## src/hw/rtl/assert_macros.svh

```systemverilog
`ifndef ASSERT_MACROS_SVH
`define ASSERT_MACROS_SVH

// Same-cycle implication, disabled while in reset.
`define ASSERT_IMPL(label, clk, rst_n, ante, cons) \
	label: assert property (@(posedge clk) disable iff (!(rst_n)) (ante) |-> (cons)) \
		else $error("assertion failed: same-cycle implication");

// Next-cycle implication, disabled while in reset.
`define ASSERT_NEXT(label, clk, rst_n, ante, cons) \
	label: assert property (@(posedge clk) disable iff (!(rst_n)) (ante) |=> (cons)) \
		else $error("assertion failed: next-cycle implication");

`endif

```

## src/hw/rtl/mmc3x_pkg.sv

```systemverilog
`timescale 1ns / 1ps
// ----------------------------------------------------------------------------
// mmc3x_pkg
// Shared types, codes and decode helpers of the extended MMC3 bank mapper.
// ----------------------------------------------------------------------------
package mmc3x_pkg;

	typedef enum logic [1:0] {
		FUNC_WRITE = 2'd0,
		FUNC_CHR   = 2'd1,
		FUNC_PRG   = 2'd2,
		FUNC_NOP   = 2'd3
	} func_t;

	localparam logic [15:0] REG_DECODE_MASK = 16'hE001;
	localparam logic [15:0] REG_SELECT      = 16'h8000;
	localparam logic [15:0] REG_BANK_DATA   = 16'h8001;
	localparam logic [15:0] REG_MIRROR      = 16'hA000;

	localparam logic [7:0] PRG_RESET_2 = 8'h3E;
	localparam logic [7:0] PRG_RESET_3 = 8'h3F;
	localparam logic [7:0] CHR_RAM_TOP = 8'h07;

	typedef enum logic {
		ST_EMPTY = 1'b0,
		ST_FULL  = 1'b1
	} ctrl_state_t;

	typedef struct packed {
		logic load;
	} dp_cmd_t;

	typedef struct packed {
		logic       chr_en;
		logic       prg_en;
		logic [2:0] idx;
	} bank_tgt_t;

	// Map the low select nibble to the bank register it writes.
	function automatic bank_tgt_t bank_target(input logic [3:0] code);
		bank_tgt_t t;
		t = '{chr_en: 1'b0, prg_en: 1'b0, idx: 3'd0};
		case (code)
			4'h0: t = '{chr_en: 1'b1, prg_en: 1'b0, idx: 3'd0};
			4'h1: t = '{chr_en: 1'b1, prg_en: 1'b0, idx: 3'd2};
			4'h2: t = '{chr_en: 1'b1, prg_en: 1'b0, idx: 3'd4};
			4'h3: t = '{chr_en: 1'b1, prg_en: 1'b0, idx: 3'd5};
			4'h4: t = '{chr_en: 1'b1, prg_en: 1'b0, idx: 3'd6};
			4'h5: t = '{chr_en: 1'b1, prg_en: 1'b0, idx: 3'd7};
			4'h6: t = '{chr_en: 1'b0, prg_en: 1'b1, idx: 3'd0};
			4'h7: t = '{chr_en: 1'b0, prg_en: 1'b1, idx: 3'd1};
			4'h8: t = '{chr_en: 1'b0, prg_en: 1'b1, idx: 3'd2};
			4'h9: t = '{chr_en: 1'b0, prg_en: 1'b1, idx: 3'd3};
			4'hA: t = '{chr_en: 1'b1, prg_en: 1'b0, idx: 3'd1};
			4'hB: t = '{chr_en: 1'b1, prg_en: 1'b0, idx: 3'd3};
			default: t = '{chr_en: 1'b0, prg_en: 1'b0, idx: 3'd0};
		endcase
		return t;
	endfunction

endpackage

```

## src/hw/rtl/mmc3x_ctrl.sv

```systemverilog
`timescale 1ns / 1ps
// ----------------------------------------------------------------------------
// mmc3x_ctrl
// Handshake controller: tracks the output register and issues load commands.
// ----------------------------------------------------------------------------
module mmc3x_ctrl (
	input  logic               clk,
	input  logic               arst_n,
	input  logic               in_valid,
	output logic               in_stall,
	output logic               out_valid,
	input  logic               out_stall,
	output mmc3x_pkg::dp_cmd_t cmd
);

	mmc3x_pkg::ctrl_state_t state_q, state_nxt;
	logic accept;

	always_ff @(posedge clk or negedge arst_n) begin
		if (!arst_n) begin
			state_q <= mmc3x_pkg::ST_EMPTY;
		end else begin
			state_q <= state_nxt;
		end
	end

	assign accept = in_valid && !in_stall;

	always_comb begin
		state_nxt = state_q;
		case (state_q)
			mmc3x_pkg::ST_EMPTY: begin
				if (accept) begin
					state_nxt = mmc3x_pkg::ST_FULL;
				end
			end
			mmc3x_pkg::ST_FULL: begin
				// drain when taken and nothing new arrives
				if (!out_stall && !accept) begin
					state_nxt = mmc3x_pkg::ST_EMPTY;
				end
			end
			default: state_nxt = mmc3x_pkg::ST_EMPTY;
		endcase
	end

	always_comb begin
		out_valid = 1'b0;
		in_stall  = 1'b0;
		case (state_q)
			mmc3x_pkg::ST_EMPTY: begin
				out_valid = 1'b0;
				in_stall  = 1'b0;
			end
			mmc3x_pkg::ST_FULL: begin
				out_valid = 1'b1;
				in_stall  = out_stall;
			end
			default: begin
				out_valid = 1'b0;
				in_stall  = 1'b1;
			end
		endcase
		cmd.load = in_valid && !in_stall;
	end

endmodule

```

## src/hw/rtl/mmc3x_dp.sv

```systemverilog
`timescale 1ns / 1ps
// ----------------------------------------------------------------------------
// mmc3x_dp
// Mapper datapath: bank registers, lookup logic and the result register.
// ----------------------------------------------------------------------------
module mmc3x_dp (
	input  logic               clk,
	input  logic               arst_n,
	input  mmc3x_pkg::dp_cmd_t cmd,
	input  logic [1:0]         func,
	input  logic [15:0]        addr,
	input  logic [7:0]         data,
	output logic [7:0]         bank,
	output logic               chr_ram,
	output logic [1:0]         mirroring,
	output logic [2:0]         slot
);

	logic [7:0] select_q;
	logic [7:0] chr_banks_q [8];
	logic [7:0] prg_banks_q [4];
	logic [1:0] mirror_q;

	logic [7:0]  bank_q;
	logic        chr_ram_q;
	logic [1:0]  mirroring_q;
	logic [2:0]  slot_q;

	mmc3x_pkg::func_t     fn;
	mmc3x_pkg::bank_tgt_t tgt;
	logic [15:0] reg_addr;
	logic        wr_select, wr_bank, wr_mirror;
	logic [2:0]  chr_idx;
	logic [1:0]  prg_idx;
	logic [7:0]  bank_nxt;
	logic        chr_ram_nxt;
	logic [1:0]  mirror_nxt;
	logic [2:0]  slot_nxt;

	always_comb begin
		fn        = mmc3x_pkg::func_t'(func);
		reg_addr  = addr & mmc3x_pkg::REG_DECODE_MASK;
		wr_select = (fn == mmc3x_pkg::FUNC_WRITE) && (reg_addr == mmc3x_pkg::REG_SELECT);
		wr_bank   = (fn == mmc3x_pkg::FUNC_WRITE) && (reg_addr == mmc3x_pkg::REG_BANK_DATA);
		wr_mirror = (fn == mmc3x_pkg::FUNC_WRITE) && (reg_addr == mmc3x_pkg::REG_MIRROR);
		tgt       = mmc3x_pkg::bank_target(select_q[3:0]);
		// select bit 7 swaps the CHR halves, bit 6 swaps the PRG slots at 8000/C000
		chr_idx   = addr[12:10] ^ {select_q[7], 2'b00};
		prg_idx   = {addr[14] ^ (select_q[6] & ~addr[13]), addr[13]};
		mirror_nxt = wr_mirror ? data[1:0] : mirror_q;

		bank_nxt    = 8'd0;
		chr_ram_nxt = 1'b0;
		slot_nxt    = 3'd0;
		case (fn)
			mmc3x_pkg::FUNC_CHR: begin
				bank_nxt    = chr_banks_q[chr_idx];
				chr_ram_nxt = (chr_banks_q[chr_idx] <= mmc3x_pkg::CHR_RAM_TOP);
				slot_nxt    = addr[12:10];
			end
			mmc3x_pkg::FUNC_PRG: begin
				bank_nxt = prg_banks_q[prg_idx];
				slot_nxt = addr[15:13];
			end
			default: begin
				bank_nxt    = 8'd0;
				chr_ram_nxt = 1'b0;
				slot_nxt    = 3'd0;
			end
		endcase
	end

	always_ff @(posedge clk or negedge arst_n) begin
		if (!arst_n) begin
			select_q <= 8'd0;
			mirror_q <= 2'd0;
			for (int i = 0; i < 8; i++) begin
				chr_banks_q[i] <= 8'(i);
			end
			prg_banks_q[0] <= 8'h00;
			prg_banks_q[1] <= 8'h01;
			prg_banks_q[2] <= mmc3x_pkg::PRG_RESET_2;
			prg_banks_q[3] <= mmc3x_pkg::PRG_RESET_3;
		end else if (cmd.load) begin
			if (wr_select) begin
				select_q <= data;
			end
			if (wr_bank && tgt.chr_en) begin
				chr_banks_q[tgt.idx] <= data;
			end
			if (wr_bank && tgt.prg_en) begin
				prg_banks_q[tgt.idx[1:0]] <= data;
			end
			mirror_q <= mirror_nxt;
		end
	end

	always_ff @(posedge clk) begin
		if (cmd.load) begin
			bank_q      <= bank_nxt;
			chr_ram_q   <= chr_ram_nxt;
			mirroring_q <= mirror_nxt;
			slot_q      <= slot_nxt;
		end
	end

	assign bank      = bank_q;
	assign chr_ram   = chr_ram_q;
	assign mirroring = mirroring_q;
	assign slot      = slot_q;

endmodule

```

## src/hw/rtl/mmc3_extended_bank_mapper_unit.sv

```systemverilog
`timescale 1ns / 1ps
// An accepted transaction's result appears on the outputs in the next cycle.
// Throughput: one transaction per cycle unless the consumer stalls; the lookup and
// register update finish in the accept cycle and the result register frees the input side.
// Reset (arst_n low): select 0, CHR banks 0..7, PRG banks 0, 1, 3E, 3F,
// mirroring 0, output register empty.
// ----------------------------------------------------------------------------
// mmc3_extended_bank_mapper_unit
// MMC3-style bank mapper with eight 1K CHR and four 8K PRG bank registers.
// ----------------------------------------------------------------------------
`include "assert_macros.svh"

module mmc3_extended_bank_mapper_unit (
	input  logic        clk,
	input  logic        arst_n,
	// input channel
	input  logic        in_valid,
	output logic        in_stall,
	input  logic [1:0]  func,
	input  logic [15:0] addr,
	input  logic [7:0]  data,
	// result channel
	output logic        out_valid,
	input  logic        out_stall,
	output logic [7:0]  bank,
	output logic        chr_ram,
	output logic [1:0]  mirroring,
	output logic [2:0]  slot
);

	// Load command from the controller: capture the transaction and update state.
	mmc3x_pkg::dp_cmd_t cmd;

	// Accepted write that lands on the mirroring register.
	logic mirror_wr;

	// Controller: hold the result while the consumer stalls; stall the input
	// only when the result register is full and not being taken.
	mmc3x_ctrl u_ctrl (
		.clk       (clk),
		.arst_n    (arst_n),
		.in_valid  (in_valid),
		.in_stall  (in_stall),
		.out_valid (out_valid),
		.out_stall (out_stall),
		.cmd       (cmd)
	);

	// Datapath: decode writes at 8000/8001/A000, look up CHR and PRG banks,
	// and register the result for the output channel.
	mmc3x_dp u_dp (
		.clk       (clk),
		.arst_n    (arst_n),
		.cmd       (cmd),
		.func      (func),
		.addr      (addr),
		.data      (data),
		.bank      (bank),
		.chr_ram   (chr_ram),
		.mirroring (mirroring),
		.slot      (slot)
	);

	assign mirror_wr = in_valid && !in_stall && (func == mmc3x_pkg::FUNC_WRITE)
		&& ((addr & mmc3x_pkg::REG_DECODE_MASK) == mmc3x_pkg::REG_MIRROR);

	// The input side may only stall behind a pending result.
	`ASSERT_IMPL(a_stall_needs_result, clk, arst_n, in_stall, out_valid)

	// Every accepted transaction shows a result in the next cycle.
	`ASSERT_NEXT(a_accept_gives_result, clk, arst_n, in_valid && !in_stall, out_valid)

	// A mirroring write reports the new mode in its own result.
	`ASSERT_NEXT(a_mirror_write, clk, arst_n, mirror_wr, mirroring == $past(data[1:0]))

endmodule

```

## config.mk

```make
export PLATFORM = sky130hd
export DESIGN_NAME = mmc3_extended_bank_mapper_unit
export DESIGN_NICKNAME = d
export VERILOG_FILES = /design/src/hw/rtl/mmc3x_pkg.sv /design/src/hw/rtl/mmc3x_ctrl.sv /design/src/hw/rtl/mmc3x_dp.sv /design/src/hw/rtl/mmc3_extended_bank_mapper_unit.sv
export VERILOG_INCLUDE_DIRS = /design/src /design/src/hw/rtl
export SDC_FILE = /design/constraint.sdc
export NUM_CORES = 1
export LEC_CHECK = 0
export BUFFER_PORTS_ARGS = -buffer_cell sky130_fd_sc_hd__buf_2
export CAP_MARGIN = 5
export CORE_ASPECT_RATIO = 0.5
export CORE_UTILIZATION = 25
export CTS_BUF_LIST = sky130_fd_sc_hd__clkbuf_16
export CTS_CLUSTER_SIZE = 10
export DETAILED_ROUTE_END_ITERATION = 8
export GPL_TIMING_DRIVEN = 0
export SYNTH_ARGS = -nofsm -noshare
export SYNTH_HDL_FRONTEND = slang
export SYNTH_SLANG_ARGS = --single-unit
```

## constraint.sdc

```tcl
create_clock -name clk -period 4.2 [get_ports clk]
set_input_delay 0.42 -clock clk [delete_from_list [all_inputs] [get_ports clk]]
set_output_delay 0.42 -clock clk [all_outputs]
set_load 0.02 [all_outputs]
```

==> results.yml, run 1 <==
run_status:
  outcome: "finished, final reports clean"
yosys:
  ys_seq_elements: 119
  synth_common_cells: "114 x mux2_2, 81 x dfrtp_1, 32 x mux2i_1"
  synth_top_area_share_pct: 34.58
  yosys.cell_count.top_type: "mux2_2"
  syn-num-nets: 430
  ys_top_cells_by_area: "dfrtp_1 35%, mux2_2 22%, dfstp_2 11%"
  yosys_warnings: 0
  synth_area_um2: 5862
  synth_cell_types: 46
  async_flop_share_pct: 88.24
  yosysTopAreaCell: "dfrtp_1"
  syn_area_per_cell_um2: 14.84
  syn_inst: 395
  synth_edf_count: 14
  seq_area_frac_synth_pct: 52.51
  ys.flop_type: "dfrtp_1"
setup_path:
  end_kind: "register"
  worst-r2r-cell-count: 7
  start_kind: "register"
  crit_required_ns: 4.51
  cp.arrival_ns: 2.71
  critical_path.max_fanout: 8
  worstSetupPathType: "register to register"
grt:
  grt_usage_pct: 11.80
  grt_pass1_vias: 3636
  met2_usage_pct: 19.44
  grt.met3_usage_pct: 3.923
  grt_pass1_wl_um: 20540
  globalRoute.busiestLayer: "met2"
  grt_max_degree: 72
  grt_overflow_total: 0
  met1_usage_pct: 14.16
  antenna_found_initial: 2
final_layout:
  stdcell_area_um2: 6998
  fin_nets: 485
  syn_to_final_growth_pct: 19.38
  fill_cells: 2256
  diodes: 0
  layout-drive-gt1-share_pct: 53.13
pwr:
  peakVddDrop_mv: 0.1999
  p_per_area_nw_per_um2: 411.2
  p_leak_nw: 3.270
timing:
  max_freq_ghz: 0.4161
  tightestPinTransition_ns: 0.9371
  final_max_slew_viol_count: 0
  rsz0062_at_grt: "false"
  period_minus_slack_ns: 2.403
  finalCritPeriodShare_pct: 57.22
  setup_violations: 0
  tns_ns: 0
  hold_viol: 0
  fin_skew_ns: 0.005954
  max-slew-margin-rel_pct: 37.32
  whs_ns: 0.2072
routing:
  route.detailed.drc: 0
  drtIter0Drc: 112
  wl_per_cell_um: 16.94
  wl_um: 13050
  vias_per_cell: 4.517
  num_vias: 3478
  ant_nets: 0
  drt_pass1_iterations: 4
floorplan:
  io_pins: 46
  die_h_um: 110.3
  rows: 39
  initial_core_util_pct: 25.61
  dieArea_um2: 24100
  die_x_um: 218.6
  core_um2: 22890
clock_tree:
  cts.sinks: 119
  clk_latency_ns: 0.42
  cts_tree: "yes"
  cts-resized-gates: 0
  cts_buffer_depth: 2
  numCtsBuffers: 17
  h-tree-depth: 4
  clk_pin_slew_worst_paths_ns: 0.05
  cts_root_buffer: "clkbuf_16"
  cts_setup_buffers: 0
min_path:
  holdCritPathClass: "input pin to register"
  whs_path_depth: 2
flow_run:
  drv_cap: 0
place:
  gp_congestion: 0.7523
  numPortBuffers: 34
  dpl_cell_area_um2: 6446
  dp_hpwl_um: 8899
## layout by cell type, fill, tap and decap left out, types with 5 or more instances in the layout
cell type,instances
o21a_1,6
clkinv_2,7
mux2i_1,32
o211a_1,5
clkbuf_16,18
ha_1,5
nor2_1,6
nand2_1,16
buf_2,39
nand3_2,6
mux4_2,11
mux2_2,114
o21ai_0,5
inv_1,9
dfstp_2,24
edfxtp_1,14
dfrtp_1,81
dlygate4sd3_1,9
## layer usage
metal,wire (um),up-vias
met4,278,4
met2,6423,57
met1,5746,1815
met5,27,-
li1,-,1580
met3,570,22
## report_power, final
part	internal, W	switching (W)	leakage, nW	total, W
combinational	0.000131	0.000187	1.48	0.000318
sequential	0.00122	0.0000204	1.50	0.00124
clock	0.000826	0.000497	0.285	0.00132
total	0.00217	0.000704	3.27	0.00288
## cell families after synthesis
group           synth area share [%]
flops                          52.51
fa+ha+maj                      1.067
mux                            31.59
buf+inv                        3.821
simple gates                   6.169
compound gates                 4.546
xor+xnor                      0.2989
## stage by stage
step,power [W],utilization [%],std cells,setup slack [ns]
floorplan,0.001472,-,395,2.126
global placement,0.001565,28.04,736,1.495
detailed placement,0.001575,28.17,737,1.504
CTS,0.002921,30.58,770,1.797
global route,0.003012,30.58,770,1.673
finish,0.002877,30.58,770,1.797
## flip-flops by register name (all words and copies together), names as in the netlist
signal and count:
u_dp.prg_banks_q 32, u_dp.mirror_q 2, u_dp.slot 3, u_ctrl.state_q 1, u_dp.chr_banks_q 64, u_dp.mirroring 2, u_dp.bank 8, u_dp.select_q 6
u_dp.chr_ram 1
## worst paths after layout
check | start | endpoint | slack (ns)
setup / recovery | u_dp.select_q[1]$_DFFE_PN0P_ | u_dp.chr_banks_q[35]$_DFFE_PN0P_ | 1.80
hold / removal | in_valid | u_ctrl.state_q$_DFF_PN0_ | 0.21
setup reg to reg | u_dp.select_q[1]$_DFFE_PN0P_ | u_dp.chr_banks_q[35]$_DFFE_PN0P_ | 1.80
hold reg to reg | u_dp.prg_banks_q[31]$_DFFE_PN0P_ | u_dp.prg_banks_q[31]$_DFFE_PN0P_ | 0.50
max in group asynchronous | arst_n | u_dp.prg_banks_q[10]$_DFFE_PN1P_ | 2.95
min in group asynchronous | arst_n | u_dp.chr_banks_q[42]$_DFFE_PN0P_ | 0.50
## what timing repair did
| item | CTS | global route |
|---|---|---|
| hold buffers | 1 | 0 |
| endpoints found under the setup margin | 0 | 0 |
| hold endpoints to repair | 30 | 0 |
## cell type report
type	instances	area (um2)	share of cell area, %
buffer	26	201.4	2.879
tap	307	384.1	5.489
timing repair buffer	36	210.2	3.004
clock inverter	14	91.34	1.305
clock buffer	18	450.4	6.437
multi-input combinational	244	2560	36.58
inverter	6	22.52	0.3218
sequential	119	3078	43.98
## critical path: stages, from the launching register on
cell and delay, ns:
dfrtp_1 0.36, buf_6 0.14, inv_1 0.08, ha_1 0.38, mux2_2 0.30, o32ai_2 0.29
nand3_2 0.33, mux2_2 0.38
Power figures use the tool's default switching activity.
==> inputs of run 2 (changes only) <==
- ABC_AREA: not set -> 1
- clock period: 4.2 -> 2 ns (I/O delays scaled with it)
==> run 2 against run 1 <==
Register-to-register slack got worse by 1.6 ns. Sequential cell count did not move. Largest cell class unchanged. Global-route usage rose by 2.6 points. Utilization rose by 0.74 points. Wire length rose by 24%. Synthesized area fell by 1.4%. Via count rose by 45%. Critical path depth rose by 3. Cell count rose by 42%. Fmax rose by 32%.
==> results.yml, run 2 <==
run_status:
  outcome: "finished, final reports clean"
final_layout:
  fill_cells: 2379
  fin_nets: 814
  layout_commonest_cell: "nand2_1"
  syn_to_final_growth_pct: 20.07
  stdcell_area_um2: 6939
  largest_register: "u_dp.chr_banks_q"
  layout-drive-gt1-share_pct: 16.43
  most-common-layout-cells: "250 x nand2_1, 81 x dfrtp_1, 79 x nand3_1"
  largest_reg_flops: 64
yosys:
  syn-num-nets: 758
  async_flop_share_pct: 88.24
  synth_cell_types: 26
  ys_seq_elements: 119
  synth_area_um2: 5779
  synth_edf_count: 14
  yosys_warnings: 0
  syn_inst: 723
  ys.flop_type: "dfrtp_1"
  synth_top_area_share_pct: 35.07
  yosysTopAreaCell: "dfrtp_1"
  syn_area_per_cell_um2: 7.993
  ys_top_cells_by_area: "dfrtp_1 35%, nand2_1 16%, dfstp_2 11%"
  seq_area_frac_synth_pct: 53.26
  synth_common_cells: "251 x nand2_1, 81 x dfrtp_1, 79 x nand3_1"
  yosys.cell_count.top_type: "nand2_1"
pwr:
  power_w: 0.005922
  p_per_area_nw_per_um2: 853.4
  p_int_w: 0.004371
  netSwitchingPower_w: 0.001550
  swShare_pct: 26.18
  p_comb_share_pct: 10.9
  peakVddDrop_mv: 0.5328
  sequentialPowerShare_pct: 43.4
  clkPwrFrac_pct: 45.7
  p_leak_nw: 3.252
min_path:
  holdCritPathClass: "input pin to register"
clock_tree:
  clk_pin_slew_worst_paths_ns: 0.05
  clk_latency_ns: 0.41
  numCtsBuffers: 17
  cts.sinks: 119
  h-tree-depth: 4
  cts_buffer_depth: 2
  cts_tree: "yes"
  cts_root_buffer: "clkbuf_16"
setup_path:
  crit_required_ns: 2.27
  critical_path.max_fanout: 10
  cp.arrival_ns: 2.09
  start_kind: "register"
  worstSetupPathType: "register to register"
  end_kind: "register"
routing:
  wl_per_cell_um: 14.81
  num_vias: 5027
  drt_pass1_iterations: 5
  wl_met3_um: 786
  route.detailed.drc: 0
  ant_nets: 0
  drtIter0Drc: 425
  wl_met2_um: 7568
  met1Wirelength_um: 7456
  vias_per_cell: 4.603
  wl_um: 16170
  highest_layer: "met5"
floorplan:
  die_h_um: 109.5
  initial_core_util_pct: 26.08
  io_pins: 46
  core_um2: 22160
  rows: 38
  dieArea_um2: 23770
  die_x_um: 217.0
timing:
  fin_skew_ns: 0.009437
  max_freq_ghz: 0.5474
  finalCritPeriodShare_pct: 91.34
  rsz0062_at_grt: "false"
  tns_ns: 0
  period_minus_slack_ns: 1.827
  max-slew-margin-rel_pct: 53.00
  setup_violations: 0
  hold_viol: 0
  final_max_slew_viol_count: 0
  tightestPinTransition_ns: 0.7042
  worst_slack_ns: 0.1731
grt:
  grt_usage_pct: 14.42
  grt_overflow_total: 0
  grt_pass1_vias: 4918
  grt_pass1_wl_um: 26010
  antenna_found_initial: 2
  grt_max_degree: 55
place:
  gp_congestion: 0.9040
  dpl_cell_area_um2: 6355
  numPortBuffers: 34
  dp_hpwl_um: 11450
  dp_slack_ns: -0.08809
flow_run:
  drv_cap: 0
[run 2: logic make-up after synthesis]
group	after synthesis	share of synthesized area, %
flip-flops	119	53.26
AND/OR/NAND/NOR	406	29.25
multiplexers	1	0.1732
buffers and inverters	82	6.192
adder cells (fa/ha/maj)	5	1.082
XOR/XNOR	1	0.1516
AO/OA/AOI/OAI	109	9.894
[run 2: metal layers]
layer  vias to the layer above  track usage, %
met1                      2433           18.08
met3                        30           3.015
met4                         2           6.388
met2                       121           24.24
met5                         -               0
li1                       2441               -
[run 2: what timing repair did]
action | in CTS | in global routing
endpoints found under the setup margin | 8 | 32
hold buffers | 2 | 0
resized for setup | 1 | 7
buffers inserted | 0 | 0
endpoints found under the hold margin | 46 | 0
[run 2: path summary, 6_finish.rpt]
| path | from | endpoint | slack (ns) | depth (start not counted) |
|---|---|---|---|---|
| worst max-delay path | u_dp.select_q[3]$_DFFE_PN0P_ | u_dp.chr_banks_q[31]$_DFFE_PN0P_ | 0.17 | 10 |
| worst min register to register | u_dp.chr_banks_q[1]$_DFFE_PN1P_ | u_dp.chr_banks_q[1]$_DFFE_PN1P_ | 0.46 | 2 |
| worst max register to register | u_dp.select_q[3]$_DFFE_PN0P_ | u_dp.chr_banks_q[31]$_DFFE_PN0P_ | 0.17 | 10 |
| max in group asynchronous | arst_n | u_dp.prg_banks_q[9]$_DFFE_PN1P_ | 0.84 | 3 |
| min in group asynchronous | arst_n | u_dp.chr_banks_q[38]$_DFFE_PN0P_ | 0.38 | 2 |
| worst min-delay path | data[1] | u_dp.chr_banks_q[9]$_DFFE_PN1P_ | 0.06 | 3 |
[run 2: worst max-delay path: stages (launching register included)]
cell and delay [ns]:
dfrtp_1 0.36, buf_2 0.16, nand2_1 0.09, o21ai_1 0.07
nand2_2 0.21, inv_2 0.13, nor2_1 0.15, nand2_2 0.15
buf_2 0.22, nand2_1 0.07, o21ai_0 0.08
[run 2: area by class of cell]
class | count | area (um2) | area share [%]
diodes | 1 | 2.502 | 0.03606
clock inverters | 14 | 96.34 | 1.388
plain buffers | 30 | 157.7 | 2.272
repair buffers | 37 | 220.2 | 3.173
clock buffers | 17 | 425.4 | 6.131
multi-input cells | 522 | 2384 | 34.35
well taps | 300 | 375.4 | 5.409
inverters | 52 | 200.2 | 2.885
flip-flops and latches | 119 | 3078 | 44.36
[run 2: power by group through the flow]
stage                     combinational [W]  clock (W)  sequential, W
after floorplan                    0.000362          0        0.00263
after global placement             0.000610          0        0.00261
after detailed placement           0.000632          0        0.00261
after CTS                          0.000639    0.00275        0.00257
after global routing               0.000724    0.00286        0.00258
final                              0.000647    0.00270        0.00257
[run 2: per-stage QoR]
step,hold slack (ns),std cells,utilization (%)
final,0.06191,1092,31.32
after global routing,0.07812,1091,31.31
after CTS,0.05433,1091,31.16
after detailed placement,0.2914,1058,28.68
after global placement,0.4081,1057,28.55
after floorplan,-0.09559,723,-
